File: config.mk
export PLATFORM = sky130hd
export DESIGN_NAME = epoch_seconds_to_calendar
export DESIGN_NICKNAME = d
export VERILOG_FILES = /design/src/sv/esc_pkg.sv /design/src/sv/esc_stage_ctrl.sv /design/src/sv/esc_day_split.sv /design/src/sv/esc_time_path.sv /design/src/sv/esc_date_path.sv /design/src/sv/epoch_seconds_to_calendar.sv
export VERILOG_INCLUDE_DIRS = /design/src /design/src/sv
export SDC_FILE = /design/constraint.sdc
export NUM_CORES = 2
export LEC_CHECK = 0
export CAP_MARGIN = 20
export CORE_MARGIN = 10
export CORE_UTILIZATION = 58
export CTS_BUF_LIST = sky130_fd_sc_hd__clkbuf_4
export DETAILED_ROUTE_END_ITERATION = 12
export DONT_BUFFER_PORTS = 1
export HOLD_SLACK_MARGIN = 0.12
export PLACE_DENSITY = 0.81
export SLEW_MARGIN = 0
export SYNTH_ARGS = -nofsm -noshare
export SYNTH_HDL_FRONTEND = slang
export SYNTH_SLANG_ARGS = --single-unit
export TNS_END_PERCENT = 10
File: constraint.sdc
create_clock -name clock -period 16.2 [get_ports clock]
set_input_delay 0 -clock clock [delete_from_list [all_inputs] [get_ports clock]]
set_output_delay 0 -clock clock [all_outputs]
set_load 0.01 [all_outputs]
File: src/sv/epoch_seconds_to_calendar_macros.svh
// ---------------------------------------------------------------------------
// epoch_seconds_to_calendar assertion macros
// Concurrent check macros shared by the calendar converter; empty in synthesis.
// ---------------------------------------------------------------------------
`ifndef EPOCH_SECONDS_TO_CALENDAR_MACROS_SVH
`define EPOCH_SECONDS_TO_CALENDAR_MACROS_SVH

`ifndef SYNTHESIS

// same-cycle implication
`define ESC_ASSERT_IMPLY(label, clk, rst, ante, cons, msg) \
   label: assert property (@(posedge clk) disable iff (rst) (ante) |-> (cons)) \
      else $error(msg);

// next-cycle implication
`define ESC_ASSERT_NEXT(label, clk, rst, ante, cons, msg) \
   label: assert property (@(posedge clk) disable iff (rst) (ante) |=> (cons)) \
      else $error(msg);

`else

`define ESC_ASSERT_IMPLY(label, clk, rst, ante, cons, msg)
`define ESC_ASSERT_NEXT(label, clk, rst, ante, cons, msg)

`endif

`endif

File: src/sv/esc_pkg.sv
// ---------------------------------------------------------------------------
// esc_pkg
// Types, stage numbering and reciprocal constants for the epoch converter.
// ---------------------------------------------------------------------------
package esc_pkg;

   // pipeline stage numbering
   localparam int unsigned StgDays   = 0;
   localparam int unsigned StgSod    = 1;
   localparam int unsigned StgEra    = 2;
   localparam int unsigned StgDivA   = 3;
   localparam int unsigned StgSum    = 4;
   localparam int unsigned StgYoe    = 5;
   localparam int unsigned StgDoy    = 6;
   localparam int unsigned StgMp     = 7;
   localparam int unsigned StgOut    = 8;
   localparam int unsigned NumStages = 9;

   typedef logic [NumStages-1:0] stage_vec_type;

   // stage enables and valid bits handed to the datapath modules
   typedef struct packed {
      stage_vec_type en;
      stage_vec_type valid;
   } pipe_ctl_type;

   // field widths
   localparam int unsigned SecsW   = 31;
   localparam int unsigned DaysW   = 15;
   localparam int unsigned SodW    = 17;
   localparam int unsigned DoeW    = 18;
   localparam int unsigned MinTotW = 11;
   localparam int unsigned YoeW    = 9;
   localparam int unsigned DoyW    = 9;
   localparam int unsigned MpW     = 4;
   localparam int unsigned YearW   = 11;
   localparam int unsigned MonthW  = 4;
   localparam int unsigned DayW    = 5;
   localparam int unsigned HourW   = 5;
   localparam int unsigned MinuteW = 6;
   localparam int unsigned SecondW = 6;

   typedef struct packed {
      logic [SecondW-1:0] second;
      logic [MinuteW-1:0] minute;
      logic [HourW-1:0]   hour;
   } clock_fields_type;

   typedef struct packed {
      logic [DayW-1:0]   day;
      logic [MonthW-1:0] month;
      logic [YearW-1:0]  year;
   } date_fields_type;

   // calendar constants
   localparam int unsigned SecsPerDay   = 86400;
   localparam int unsigned SecsPerMin   = 60;
   localparam int unsigned MinsPerHour  = 60;
   localparam int unsigned DaysShift    = 719468;
   localparam int unsigned DaysPerEra   = 146097;
   localparam int unsigned YearsPerEra  = 400;
   localparam int unsigned DaysPerYear  = 365;
   localparam int unsigned BaseEra      = DaysShift / DaysPerEra;
   localparam int unsigned EraOffset    = DaysShift - BaseEra * DaysPerEra;
   localparam int unsigned YearBase     = BaseEra * YearsPerEra;
   localparam int unsigned LastEraDay   = DaysPerEra - 1;
   localparam int unsigned JanIndex     = 10;
   localparam int unsigned MonthShiftUp = 3;
   localparam int unsigned MonthShiftDn = 9;

   // floor(x / d) = (x * ceil(2^k / d)) >> k, exact over each operand range
   // seconds to days: (secs >> 7) / 675
   localparam int unsigned DayPreShift = 7;
   localparam int unsigned DayDivD     = 675;
   localparam int unsigned DayDivK     = 34;
   localparam int unsigned DayRecipW   = 25;
   localparam logic [63:0] DayRecipFull =
      ((64'd1 << DayDivK) + 64'(DayDivD) - 64'd1) / 64'(DayDivD);
   localparam logic [DayRecipW-1:0] DayRecip = DayRecipFull[DayRecipW-1:0];

   // seconds of day to whole minutes: (sod >> 2) / 15
   localparam int unsigned MinDivD   = 15;
   localparam int unsigned MinDivK   = 20;
   localparam int unsigned MinRecipW = 17;
   localparam logic [63:0] MinRecipFull =
      ((64'd1 << MinDivK) + 64'(MinDivD) - 64'd1) / 64'(MinDivD);
   localparam logic [MinRecipW-1:0] MinRecip = MinRecipFull[MinRecipW-1:0];

   // minutes of day to hours: (mintot >> 2) / 15
   localparam int unsigned HourDivD   = 15;
   localparam int unsigned HourDivK   = 16;
   localparam int unsigned HourRecipW = 13;
   localparam logic [63:0] HourRecipFull =
      ((64'd1 << HourDivK) + 64'(HourDivD) - 64'd1) / 64'(HourDivD);
   localparam logic [HourRecipW-1:0] HourRecip = HourRecipFull[HourRecipW-1:0];

   // day of era / 1460
   localparam int unsigned QuadDivD   = 1460;
   localparam int unsigned QuadDivK   = 29;
   localparam int unsigned QuadRecipW = 19;
   localparam logic [63:0] QuadRecipFull =
      ((64'd1 << QuadDivK) + 64'(QuadDivD) - 64'd1) / 64'(QuadDivD);
   localparam logic [QuadRecipW-1:0] QuadRecip = QuadRecipFull[QuadRecipW-1:0];

   // day of era / 36524
   localparam int unsigned CentDivD   = 36524;
   localparam int unsigned CentDivK   = 34;
   localparam int unsigned CentRecipW = 19;
   localparam logic [63:0] CentRecipFull =
      ((64'd1 << CentDivK) + 64'(CentDivD) - 64'd1) / 64'(CentDivD);
   localparam logic [CentRecipW-1:0] CentRecip = CentRecipFull[CentRecipW-1:0];

   // adjusted day count / 365
   localparam int unsigned YearDivK   = 27;
   localparam int unsigned YearRecipW = 19;
   localparam logic [63:0] YearRecipFull =
      ((64'd1 << YearDivK) + 64'(DaysPerYear) - 64'd1) / 64'(DaysPerYear);
   localparam logic [YearRecipW-1:0] YearRecip = YearRecipFull[YearRecipW-1:0];

   // year of era / 100
   localparam int unsigned HundDivD   = 100;
   localparam int unsigned HundDivK   = 16;
   localparam int unsigned HundRecipW = 10;
   localparam logic [63:0] HundRecipFull =
      ((64'd1 << HundDivK) + 64'(HundDivD) - 64'd1) / 64'(HundDivD);
   localparam logic [HundRecipW-1:0] HundRecip = HundRecipFull[HundRecipW-1:0];

   // (5 * doy + 2) / 153
   localparam int unsigned MpDivD   = 153;
   localparam int unsigned MpDivK   = 19;
   localparam int unsigned MpRecipW = 12;
   localparam int unsigned MpMul    = 5;
   localparam int unsigned MpAdd    = 2;
   localparam int unsigned MpArgW   = 11;
   localparam logic [63:0] MpRecipFull =
      ((64'd1 << MpDivK) + 64'(MpDivD) - 64'd1) / 64'(MpDivD);
   localparam logic [MpRecipW-1:0] MpRecip = MpRecipFull[MpRecipW-1:0];

   // first day of each month in a march-based year, (153 * mp + 2) / 5
   function automatic logic [DoyW-1:0] month_start(input logic [MpW-1:0] mp);
      logic [DoyW-1:0] ofs;
      case (mp)
         4'd0:    ofs = 9'd0;
         4'd1:    ofs = 9'd31;
         4'd2:    ofs = 9'd61;
         4'd3:    ofs = 9'd92;
         4'd4:    ofs = 9'd122;
         4'd5:    ofs = 9'd153;
         4'd6:    ofs = 9'd184;
         4'd7:    ofs = 9'd214;
         4'd8:    ofs = 9'd245;
         4'd9:    ofs = 9'd275;
         4'd10:   ofs = 9'd306;
         4'd11:   ofs = 9'd337;
         default: ofs = 9'd0;
      endcase
      return ofs;
   endfunction

endpackage

File: src/sv/esc_stage_ctrl.sv
// ---------------------------------------------------------------------------
// esc_stage_ctrl
// Valid bits and per-stage load enables; bubbles close up under a stall.
// ---------------------------------------------------------------------------
module esc_stage_ctrl (
   input  logic                 clock,
   input  logic                 reset,
   input  logic                 in_valid,
   output logic                 in_ready,
   output logic                 out_valid,
   input  logic                 out_ready,
   output esc_pkg::pipe_ctl_type pipe_ctl
);
   import esc_pkg::*;

   stage_vec_type valid_ff;
   stage_vec_type valid_in;
   stage_vec_type stage_en;

   // a stage loads when it is empty or its contents move on
   always_comb begin
      stage_en[NumStages-1] = !valid_ff[NumStages-1] || out_ready;
      for (int i = NumStages - 2; i >= 0; i--) begin
         stage_en[i] = !valid_ff[i] || stage_en[i+1];
      end
   end

   // valid bits follow the data
   always_comb begin
      valid_in[0] = stage_en[0] ? in_valid : valid_ff[0];
      for (int i = 1; i < NumStages; i++) begin
         valid_in[i] = stage_en[i] ? valid_ff[i-1] : valid_ff[i];
      end
   end

   always_ff @(posedge clock) begin
      if (reset) begin
         valid_ff <= '0;
      end else begin
         valid_ff <= valid_in;
      end
   end

   assign in_ready       = stage_en[0];
   assign out_valid      = valid_ff[NumStages-1];
   assign pipe_ctl.en    = stage_en;
   assign pipe_ctl.valid = valid_ff;

endmodule

File: src/sv/esc_day_split.sv
// ---------------------------------------------------------------------------
// esc_day_split
// Splits the second count into whole days and seconds of the day.
// ---------------------------------------------------------------------------
module esc_day_split (
   input  logic                            clock,
   input  esc_pkg::pipe_ctl_type            pipe_ctl,
   input  logic [esc_pkg::SecsW-1:0]       secs,
   output logic [esc_pkg::SodW-1:0]        sod,
   output logic [esc_pkg::DoeW-1:0]        doe_pre
);
   import esc_pkg::*;

   localparam int unsigned HiW   = SecsW - DayPreShift;
   localparam int unsigned ProdW = HiW + DayRecipW;

   logic [ProdW-1:0] day_prod;
   logic [DaysW-1:0] days_in;
   logic [DaysW-1:0] days_ff;
   logic [SecsW-1:0] secs_ff;
   logic [SecsW-1:0] day_secs;
   logic [SodW-1:0]  sod_in;
   logic [SodW-1:0]  sod_ff;
   logic [DoeW-1:0]  doe_pre_in;
   logic [DoeW-1:0]  doe_pre_ff;

   // days = (secs >> 7) / 675 by reciprocal
   always_comb begin
      day_prod = ProdW'(secs[SecsW-1:DayPreShift]) * ProdW'(DayRecip);
      days_in  = day_prod[DayDivK +: DaysW];
   end

   always_ff @(posedge clock) begin
      if (pipe_ctl.en[StgDays]) begin
         days_ff <= days_in;
         secs_ff <= secs;
      end
   end

   // seconds left in the day, day count rebased to the era start
   always_comb begin
      day_secs   = SecsW'(days_ff) * SecsW'(SecsPerDay);
      sod_in     = SodW'(secs_ff - day_secs);
      doe_pre_in = DoeW'(days_ff) + DoeW'(EraOffset);
   end

   always_ff @(posedge clock) begin
      if (pipe_ctl.en[StgSod]) begin
         sod_ff     <= sod_in;
         doe_pre_ff <= doe_pre_in;
      end
   end

   assign sod     = sod_ff;
   assign doe_pre = doe_pre_ff;

endmodule

File: src/sv/esc_time_path.sv
// ---------------------------------------------------------------------------
// esc_time_path
// Hour, minute and second from the seconds of the day, delayed to the output.
// ---------------------------------------------------------------------------
module esc_time_path (
   input  logic                        clock,
   input  esc_pkg::pipe_ctl_type        pipe_ctl,
   input  logic [esc_pkg::SodW-1:0]    sod,
   output esc_pkg::clock_fields_type   fields
);
   import esc_pkg::*;

   localparam int unsigned MinArgW  = SodW - 2;
   localparam int unsigned MinProdW = MinArgW + MinRecipW;
   localparam int unsigned HrArgW   = MinTotW - 2;
   localparam int unsigned HrProdW  = HrArgW + HourRecipW;

   logic [MinProdW-1:0] min_prod;
   logic [MinTotW-1:0]  mintot_in;
   logic [MinTotW-1:0]  mintot_ff;
   logic [SodW-1:0]     sod_ff;
   logic [HrProdW-1:0]  hour_prod;
   logic [HourW-1:0]    hour_in;
   logic [SodW-1:0]     min_secs;
   logic [SecondW-1:0]  second_in;
   logic [MinTotW-1:0]  mintot3_ff;
   logic [HourW-1:0]    hour3_ff;
   logic [SecondW-1:0]  second3_ff;
   logic [MinTotW-1:0]  hour_mins;
   clock_fields_type    fields_in;
   clock_fields_type    dly_ff [StgSum:NumStages-1];

   // whole minutes of the day = (sod >> 2) / 15
   always_comb begin
      min_prod  = MinProdW'(sod[SodW-1:2]) * MinProdW'(MinRecip);
      mintot_in = min_prod[MinDivK +: MinTotW];
   end

   always_ff @(posedge clock) begin
      if (pipe_ctl.en[StgEra]) begin
         mintot_ff <= mintot_in;
         sod_ff    <= sod;
      end
   end

   // hour = (mintot >> 2) / 15, second from the leftover
   always_comb begin
      hour_prod = HrProdW'(mintot_ff[MinTotW-1:2]) * HrProdW'(HourRecip);
      hour_in   = hour_prod[HourDivK +: HourW];
      min_secs  = SodW'(mintot_ff) * SodW'(SecsPerMin);
      second_in = SecondW'(sod_ff - min_secs);
   end

   always_ff @(posedge clock) begin
      if (pipe_ctl.en[StgDivA]) begin
         mintot3_ff <= mintot_ff;
         hour3_ff   <= hour_in;
         second3_ff <= second_in;
      end
   end

   // minute from the leftover of the hour
   always_comb begin
      hour_mins        = MinTotW'(hour3_ff) * MinTotW'(MinsPerHour);
      fields_in.hour   = hour3_ff;
      fields_in.minute = MinuteW'(mintot3_ff - hour_mins);
      fields_in.second = second3_ff;
   end

   // hold the time fields until the date is done
   always_ff @(posedge clock) begin
      if (pipe_ctl.en[StgSum]) begin
         dly_ff[StgSum] <= fields_in;
      end
      for (int s = StgSum + 1; s < NumStages; s++) begin
         if (pipe_ctl.en[s]) begin
            dly_ff[s] <= dly_ff[s-1];
         end
      end
   end

   assign fields = dly_ff[NumStages-1];

endmodule

File: src/sv/esc_date_path.sv
// ---------------------------------------------------------------------------
// esc_date_path
// Civil date from the rebased day count: era, year of era, day of year, month.
// ---------------------------------------------------------------------------
module esc_date_path (
   input  logic                        clock,
   input  esc_pkg::pipe_ctl_type        pipe_ctl,
   input  logic [esc_pkg::DoeW-1:0]    doe_pre,
   output esc_pkg::date_fields_type    fields
);
   import esc_pkg::*;

   localparam int unsigned QuadProdW = DoeW + QuadRecipW;
   localparam int unsigned CentProdW = DoeW + CentRecipW;
   localparam int unsigned YearProdW = DoeW + YearRecipW;
   localparam int unsigned HundProdW = YoeW + HundRecipW;
   localparam int unsigned MpProdW   = MpArgW + MpRecipW;
   localparam int unsigned QuadW     = 7;
   localparam int unsigned CentW     = 3;
   localparam int unsigned HundW     = 3;

   // era fold
   logic              era_wrap;
   logic [DoeW-1:0]   doe_in;
   logic [DoeW-1:0]   doe2_ff;
   logic              era2_ff;
   // leap corrections
   logic [QuadProdW-1:0] quad_prod;
   logic [CentProdW-1:0] cent_prod;
   logic [QuadW-1:0]  quad_in;
   logic [CentW-1:0]  cent_in;
   logic [QuadW-1:0]  quad_ff;
   logic [CentW-1:0]  cent_ff;
   logic              last_ff;
   logic [DoeW-1:0]   doe3_ff;
   logic              era3_ff;
   // adjusted count
   logic [DoeW-1:0]   adj_in;
   logic [DoeW-1:0]   adj_ff;
   logic [DoeW-1:0]   doe4_ff;
   logic              era4_ff;
   // year of era
   logic [YearProdW-1:0] year_prod;
   logic [YoeW-1:0]   yoe_in;
   logic [YoeW-1:0]   yoe5_ff;
   logic [DoeW-1:0]   doe5_ff;
   logic              era5_ff;
   // day of year
   logic [HundProdW-1:0] hund_prod;
   logic [HundW-1:0]  hund;
   logic [DoeW-1:0]   days_before;
   logic [DoyW-1:0]   doy_in;
   logic [DoyW-1:0]   doy6_ff;
   logic [YoeW-1:0]   yoe6_ff;
   logic              era6_ff;
   // month index
   logic [MpArgW-1:0] mp_arg;
   logic [MpProdW-1:0] mp_prod;
   logic [MpW-1:0]    mp_in;
   logic [MpW-1:0]    mp7_ff;
   logic [DoyW-1:0]   doy7_ff;
   logic [YoeW-1:0]   yoe7_ff;
   logic              era7_ff;
   // output
   logic              jan_feb;
   date_fields_type   fields_in;
   date_fields_type   fields_ff;

   // fold the day count into the base era or the one after
   always_comb begin
      era_wrap = doe_pre >= DoeW'(DaysPerEra);
      doe_in   = era_wrap ? DoeW'(doe_pre - DoeW'(DaysPerEra)) : doe_pre;
   end

   always_ff @(posedge clock) begin
      if (pipe_ctl.en[StgEra]) begin
         doe2_ff <= doe_in;
         era2_ff <= era_wrap;
      end
   end

   // doe / 1460, doe / 36524 and the last day of the era
   always_comb begin
      quad_prod = QuadProdW'(doe2_ff) * QuadProdW'(QuadRecip);
      cent_prod = CentProdW'(doe2_ff) * CentProdW'(CentRecip);
      quad_in   = quad_prod[QuadDivK +: QuadW];
      cent_in   = cent_prod[CentDivK +: CentW];
   end

   always_ff @(posedge clock) begin
      if (pipe_ctl.en[StgDivA]) begin
         quad_ff <= quad_in;
         cent_ff <= cent_in;
         last_ff <= doe2_ff == DoeW'(LastEraDay);
         doe3_ff <= doe2_ff;
         era3_ff <= era2_ff;
      end
   end

   // day count with leap days taken out
   always_comb begin
      adj_in = doe3_ff - DoeW'(quad_ff) + DoeW'(cent_ff) - DoeW'(last_ff);
   end

   always_ff @(posedge clock) begin
      if (pipe_ctl.en[StgSum]) begin
         adj_ff  <= adj_in;
         doe4_ff <= doe3_ff;
         era4_ff <= era3_ff;
      end
   end

   // year of era = adjusted count / 365
   always_comb begin
      year_prod = YearProdW'(adj_ff) * YearProdW'(YearRecip);
      yoe_in    = year_prod[YearDivK +: YoeW];
   end

   always_ff @(posedge clock) begin
      if (pipe_ctl.en[StgYoe]) begin
         yoe5_ff <= yoe_in;
         doe5_ff <= doe4_ff;
         era5_ff <= era4_ff;
      end
   end

   // day of a march-based year
   always_comb begin
      hund_prod   = HundProdW'(yoe5_ff) * HundProdW'(HundRecip);
      hund        = hund_prod[HundDivK +: HundW];
      days_before = DoeW'(yoe5_ff) * DoeW'(DaysPerYear)
                    + DoeW'(yoe5_ff[YoeW-1:2]) - DoeW'(hund);
      doy_in      = DoyW'(doe5_ff - days_before);
   end

   always_ff @(posedge clock) begin
      if (pipe_ctl.en[StgDoy]) begin
         doy6_ff <= doy_in;
         yoe6_ff <= yoe5_ff;
         era6_ff <= era5_ff;
      end
   end

   // month index = (5 * doy + 2) / 153
   always_comb begin
      mp_arg  = MpArgW'(doy6_ff) * MpArgW'(MpMul) + MpArgW'(MpAdd);
      mp_prod = MpProdW'(mp_arg) * MpProdW'(MpRecip);
      mp_in   = mp_prod[MpDivK +: MpW];
   end

   always_ff @(posedge clock) begin
      if (pipe_ctl.en[StgMp]) begin
         mp7_ff  <= mp_in;
         doy7_ff <= doy6_ff;
         yoe7_ff <= yoe6_ff;
         era7_ff <= era6_ff;
      end
   end

   // calendar month, day and year; january and february count to next year
   always_comb begin
      jan_feb         = mp7_ff >= MpW'(JanIndex);
      fields_in.month = jan_feb ? MonthW'(mp7_ff - MpW'(MonthShiftDn))
                                : MonthW'(mp7_ff + MpW'(MonthShiftUp));
      fields_in.day   = DayW'(doy7_ff - month_start(mp7_ff) + DoyW'(1));
      fields_in.year  = YearW'(YearBase) + (era7_ff ? YearW'(YearsPerEra) : YearW'(0))
                        + YearW'(yoe7_ff) + YearW'(jan_feb);
   end

   always_ff @(posedge clock) begin
      if (pipe_ctl.en[StgOut]) begin
         fields_ff <= fields_in;
      end
   end

   assign fields = fields_ff;

endmodule

File: src/sv/epoch_seconds_to_calendar.sv
// ---------------------------------------------------------------------------
// epoch_seconds_to_calendar
// Unix seconds to proleptic Gregorian date and time of day, fully pipelined.
// ---------------------------------------------------------------------------
//  channel | dir | handshake             | contents
//  --------+-----+-----------------------+-----------------------------------
//  req_    | in  | req_tvalid/req_tready | seconds since 1970-01-01 00:00:00
//  rsp_    | out | rsp_tvalid/rsp_tready | year, month, day, hour, min, sec
//
//  One transaction can enter every cycle while the pipeline is not full and
//  stalled. No stage chains more than one reciprocal multiply.
//  Reset clears only the valid bits of the 9 stages.
//  A stalled rsp holds its stage; earlier stages keep filling into bubbles,
//  so req_tready drops only when every stage holds a transaction.
// ---------------------------------------------------------------------------
`include "epoch_seconds_to_calendar_macros.svh"

module epoch_seconds_to_calendar (
   input  logic        clock,
   input  logic        reset,
   input  logic        req_tvalid,
   output logic        req_tready,
   input  logic [31:0] req_tdata,   // [30:0] seconds_since_epoch
   output logic        rsp_tvalid,
   input  logic        rsp_tready,
   output logic [39:0] rsp_tdata    // [10:0] year, [14:11] month, [19:15] day,
                                    // [24:20] hour, [30:25] minute, [36:31] second
);
   import esc_pkg::*;

   localparam int unsigned RspFieldW = YearW + MonthW + DayW + HourW + MinuteW + SecondW;
   localparam int unsigned RspPadW   = 40 - RspFieldW;

   pipe_ctl_type     pipe_ctl;
   logic [SodW-1:0]  sod;
   logic [DoeW-1:0]  doe_pre;
   clock_fields_type clk_fields;
   date_fields_type  date_fields;

   // stage valid bits and load enables
   esc_stage_ctrl u_ctrl (
      .clock     (clock),
      .reset     (reset),
      .in_valid  (req_tvalid),
      .in_ready  (req_tready),
      .out_valid (rsp_tvalid),
      .out_ready (rsp_tready),
      .pipe_ctl  (pipe_ctl)
   );

   // days and seconds of the day
   esc_day_split u_split (
      .clock    (clock),
      .pipe_ctl (pipe_ctl),
      .secs     (req_tdata[SecsW-1:0]),
      .sod      (sod),
      .doe_pre  (doe_pre)
   );

   // time of day
   esc_time_path u_time (
      .clock    (clock),
      .pipe_ctl (pipe_ctl),
      .sod      (sod),
      .fields   (clk_fields)
   );

   // calendar date
   esc_date_path u_date (
      .clock    (clock),
      .pipe_ctl (pipe_ctl),
      .doe_pre  (doe_pre),
      .fields   (date_fields)
   );

   // result packing
   assign rsp_tdata = {RspPadW'(0), clk_fields.second, clk_fields.minute, clk_fields.hour,
                       date_fields.day, date_fields.month, date_fields.year};

   // checks
   `ESC_ASSERT_IMPLY(a_full_stall, clock, reset, (&pipe_ctl.valid) && !rsp_tready,
      !req_tready, "req_tready high with a full stalled pipeline")
   `ESC_ASSERT_NEXT(a_full_hold, clock, reset, (&pipe_ctl.valid) && !rsp_tready,
      &pipe_ctl.valid, "transaction dropped during a stall")
   `ESC_ASSERT_IMPLY(a_date_range, clock, reset, rsp_tvalid,
      date_fields.month >= 4'd1 && date_fields.month <= 4'd12 && date_fields.day >= 5'd1
      && date_fields.year >= 11'd1970 && date_fields.year <= 11'd2038,
      "date field out of range")
   `ESC_ASSERT_IMPLY(a_time_range, clock, reset, rsp_tvalid,
      clk_fields.hour <= 5'd23 && clk_fields.minute <= 6'd59 && clk_fields.second <= 6'd59,
      "time field out of range")

endmodule
=== Word-level counts from Yosys, hierarchy flattened ===
Memories as Yosys holds them, arrays and structs flattened. A register that Yosys moved wholly into a read port is not among the register bits.
Cells that the tools add are included.

* ROM bits: 144
* Register bits after elaboration: 264
* Memories: 2
* Output and inout bits: 42
* Bits in writable memories: 85
* Logic and storage cells: 110
* Bits of input ports: 36

{| class="wikitable"
|+ Memory list
! name !! depth !! width !! read ports !! clocked after Yosys merged registers in !! write ports !! RTL line !! source
|-
| (name not given) || 16 || 9 || 1 || 1 || 0 || esc_pkg.sv:142 || <nowiki>case (mp)</nowiki>
|-
| u_time.dly_ff || 5 || 17 || 5 || 0 || 5 || esc_time_path.sv:31 || <nowiki>clock_fields_type dly_ff [StgSum:NumStages-1];</nowiki>
|}

* Eq/ne operators: 1
* Add/sub/neg operators: 19
* Muxes and demuxes: 14
* Multipliers: 13
* Reductions and logical operators: 18
* $lt $le $gt $ge: 2

{| class="wikitable"
|+ Operator list
! kind !! number
|-
| multiplier 18 x 16 -> 33 bit, second input constant || 2
|-
| multiplier 24 x 25 -> 49 bit, second input constant || 1
|-
| multiplier 18 x 19 -> 37 bit, second input constant || 1
|-
| multiplier 15 x 16 -> 30 bit, second input constant || 1
|-
| multiplier 11 x 12 -> 23 bit, second input constant || 1
|-
| multiplier 9 x 12 -> 20 bit, second input constant || 1
|-
| adder 15 x 18 -> 18 bit, second input constant || 1
|-
| adder 18 x 3 -> 18 bit || 1
|-
| == test 18 bit, second input constant || 1
|-
| >= comparator 18 bit, second input constant || 1
|-
| 2-to-1 mux 18 bit || 1
|-
| subtractor 18 x 1 -> 18 bit || 1
|-
| subtractor 18 bit, second input constant || 1
|-
| subtractor 18 x 7 -> 18 bit || 1
|-
| subtractor 17 bit || 1
|-
| multiplier 15 x 10 -> 10 bit, second input constant || 1
|-
| multiplier 9 x 6 -> 15 bit, second input constant || 1
|-
| subtractor 6 bit || 2
|-
| adder 11 x 1 -> 11 bit || 1
|-
| adder 11 bit, first input constant || 1
|-
| adder 11 x 2 -> 11 bit, second input constant || 1
|-
| adder 11 x 9 -> 11 bit || 1
|-
| multiplier 11 x 4 -> 4 bit, second input constant || 1
|-
| multiplier 9 x 3 -> 11 bit, second input constant || 1
|-
| 15 further kinds || 41
|}

=== Longest topological paths before layout ===
* Depth in word-level cells: 10
* Depth in mapped cells: 32
* Mapped depth without buffers: 32

=== By module ===
From an unflattened synthesis, not the netlist that was laid out.

* Cells, all modules: 3996
* Area total of the unflattened synthesis: 45723.9 um^2

{| class="wikitable"
|+ Modules (own cells, without submodules)
! module !! cells an instance !! times used !! sequential area each (um^2) !! area each (um^2)
|-
| esc_date_path || 2329 || 1 || 4724.5 || 26213.9
|-
| esc_day_split || 1143 || 1 || 1951.9 || 12201.7
|-
| esc_time_path || 472 || 1 || 3573.4 || 6867.8
|-
| esc_stage_ctrl || 48 || 1 || 180.2 || 414.1
|-
| epoch_seconds_to_calendar || 4 || 1 || 0.0 || 26.3
|}

=== Worst setup path after synthesis ===
OpenSTA, ideal clock, no wires.

* Path kind: register to register
* From: register u_date.doy6_ff[1]
* To: register with a tool-made name
* Cell stages (with the launch flop): 30
* Setup slack: 8.851 ns
* Setup time: 0.117 ns
* Data required time: 16.083 ns
* Data arrival time: 7.232 ns
* Buffers on the path: 0
* Clock period less this slack: 7.349 ns
* Path through: edfxtp_1 ha_1 ha_1 o211a_1 o21a_1 o21a_1 o21a_1 o21ai_0 nand2b_1 a21oi_1 o21bai_1 xor2_1 ha_1 inv_1 fa_1 fa_1 fa_1 fa_1 inv_1 ha_1 and4_1 a211oi_1 a311oi_2 or3_1 a21oi_1 xnor2_1 mux2i_1 ha_1 nand2b_1 a32o_1

{| class="wikitable"
|+ RTL lines
! element !! RTL line !! source
|-
| start, declared || esc_date_path.sv:53 || <nowiki>logic [DoyW-1:0] doy6_ff;</nowiki>
|-
| start signal, assigned || esc_date_path.sv:138 || <nowiki>doy6_ff <= doy_in;</nowiki>
|}

==> results.cfg <==
[outcome]
outcome = complete, no violations

[cells_and_area]
layout.nets = 5583
layout-drive-gt1-share_pct = 4.659
stdcell_count = 4951
synthToLayoutAreaGrowth_pct = 6.873

[die]
coreArea_um2 = 75820
die_x_um = 296.4
design.die.area_um2 = 87820
start_util_pct = 58.42
num_io_pins = 78
rows = 101
fp.dieH_um = 296.4

[setup_path]
cpMostUsedCell = ha_1
end_kind = flip-flop
setup.worst_path.start_class = flip-flop
criticalPathCategory = flip-flop to flip-flop
crit_slowest_cell = fa_1
cp_max_fo = 6
cp_data_required_time_ns = 16.85
crit_arrival_ns = 8.70
critPathMaxStageDelay_ns = 0.54

[clock_network]
clockBufferDepth = 3
worstSkewPairLatency_ns = 0.79
cts-root-buf = clkbuf_4
hold_buffers = 44
post_cts_buffers = 0
h-tree-depth = 3
cts_tree = yes
cts-buffers-inserted = 89
post_cts_resized = 0
clock_sinks = 352
cts.clk_slew.worst_paths_ns = 0.06

[synthesis]
synth_edf_count = 338
syn_area_per_cell_um2 = 11.80
yosysSeqAreaShare_pct = 23.55
async_flop_share_pct = 0
yosys_warnings = 0
syn_area_um2 = 44290
ys.flop_type = edfxtp_1
synth_cell_types = 73
postSynthCellCount = 3754
synth_top_cell_by_area = ha_1
yosys_register_bits = 352
synth.area.top_cells = ha_1, fa_1, edfxtp_1
synth_top_area_share_pct = 29.52

[placement]
gp_routability_congestion = 0.9276
hpwl_um = 72740
portBuffers = 0
dpl.cell_count = 4745

[sta]
fin_crit_ns = 8.048
max_slew_margin_pct = 37.43
fin_skew_ns = 0.06749
fin_setup_tns_ns = 0
tightest_slew_ns = 0.9371
clock.fmax_mhz = 124.3
finalSetupViolations = 0
hold_viol_final = 0
fin_crit_sh_pct = 49.68
drv_slew = 0
rsz0062_at_grt = false

[drt]
wirelength_um = 87580
vias_per_cell = 5.339
first_iter_violations = 1285
drc = 0
via_count = 26435
postRouteAntennaNets = 0
wl_per_cell_um = 17.69
first_pass_iters = 5

[flow_run]
drv_cap = 0

[global_routing]
grt_overflow_total = 0
antenna_found_initial = 2
grt_max_degree = 48
grtUsageTotal_pct = 20.98
grt_pass1_wl_um = 146600
grt_pass1_vias = 29366

[min_path]
worst_hold_path_type = input pin to flip-flop
==> synth_stat cells, types with 5 or more instances <==
cell type	instances
nor3_1	25
a211oi_1	11
or3_1	9
xor2_1	52
xnor2_1	131
nor2_1	79
nand4_1	20
o21a_1	19
a31oi_1	6
fa_1	599
edfxtp_1	338
o31ai_1	5
o211ai_1	7
and4_1	5
or2_2	7
ha_1	1045
nand2b_1	9
nand2_1	48
and3_1	12
a21oi_1	103
nor4_1	6
dfxtp_1	14
o21ai_0	42
inv_1	985
nand3_1	23
o21bai_1	18
nor2b_1	16
a21o_1	47
==> logic make-up (layout without fill, tap and decap cells) <==
logic type	Yosys count	after routing	synth area share, %
buf+inv	993	1208	8.446
mux	4	4	0.1045
compound gates	305	305	4.551
simple gates	272	272	3.133
xor+xnor	183	183	3.619
fa+ha+maj	1644	1644	56.59
other cells	1	5	0.008466
flops	352	352	23.55
==> state kept, by name (all words and copies together), names as in the netlist, 11 cells and up, named ones only <==
| signal | count |
|---|---|
| u_split.sod | 17 |
| u_date.doe3_ff | 18 |
| u_date.doe2_ff | 18 |
| u_date.fields | 20 |
| u_split.doe_pre | 16 |
| u_split.days_ff | 15 |
| u_date.adj_ff | 18 |
| u_time.dly_ff | 85 |
| u_time.mintot_ff | 11 |
| u_split.secs_ff | 17 |
==> area by class of cell <==
cell class,count,area (µm²)
Clock inverter,32,290.3
Timing Repair Buffer,62,588.1
Antenna cell,2,5.005
Multi-Input combinational cell,2411,30140
Tap cell,978,1224
Clock buffer,127,953.4
Fill cell,5634,28480
Inverter,987,3705
Sequential cell,352,10430
==> path summary, 6_finish.rpt <==
path	depth (start not counted)	end	slack (ns)	from
hold / removal	7	u_split.days_ff[14]$_DFFE_PP_	0.24	req_tdata[29]
hold reg to reg	0	u_time.dly_ff[7][13]$_DFFE_PN_	0.40	u_time.dly_ff[6][13]$_DFFE_PP_
setup reg to reg	29	flip-flop	8.15	u_date.doy6_ff[1]$_DFFE_PP_
setup / recovery	29	flip-flop	8.15	u_date.doy6_ff[1]$_DFFE_PP_
==> through the flow <==
stage / instance area, µm² / worst slack (ns) / util (%) / hold WS [ns]
CTS: 47310 / 8.172 / 62.40 / 0.1552
global placement: 45630 / 8.408 / 60.18 / 0.07484
finish: 47340 / 8.152 / 62.43 / 0.2379
global route: 47340 / 7.734 / 62.43 / 0.2700
floorplan: 44300 / 8.851 / - / 0.09887
detailed placement: 45630 / 8.206 / 60.18 / 0.07647
==> critical path, delay by kind of cell, from the launching register on <==
| family | cells | cell delay (ns) |
|---|---|---|
| muxes | 1 | 0.17 |
| buffers and inverters | 2 | 0.14 |
| adders and majority gates | 9 | 3.59 |
| and+or+nand+nor | 4 | 0.87 |
| AOI/OAI and AO/OA | 11 | 2.18 |
| DFF | 1 | 0.49 |
| xor gates and xnor gates | 2 | 0.51 |
==> per-layer routing <==
layer  global-route usage, %  share of wire, %  up-vias  wire length (µm)
met5                       0                 0        -                 0
met4                   6.086               2.7        0              2376
met3                   3.409               4.9      151              4297
met2                   37.05                50      604             44040
met1                   26.25                42    13117             36870
li1                        -                 -    12563                 -
==> cells in the final DEF, fill, tap and decap left out, drive strengths merged, types with 5 or more instances in the layout <==
master	Yosys	layout
nand2	48	48
a211oi	12	12
o21bai	18	18
a21o	47	47
o211ai	7	7
dfxtp	14	14
and3	12	12
xor2	52	52
bufinv	0	6
or2	7	7
a31oi	6	6
inv	985	988
ha	1045	1045
nor2b	16	16
and4	5	5
dlygate4sd3	0	44
nand2b	9	9
o21ai	47	47
nand3	23	23
nor4	6	6
nor2	79	79
nor3	27	27
clkbuf	1	127
xnor2	131	131
o21a	19	19
nand4	20	20
fa	599	599
buf	5	18
clkinv	2	25
edfxtp	338	338
a21oi	103	103
o31ai	6	6
or3	9	9
Power is not shown: default switching activity piles up to over one toggle a cycle in this logic, so the estimate is an artifact.
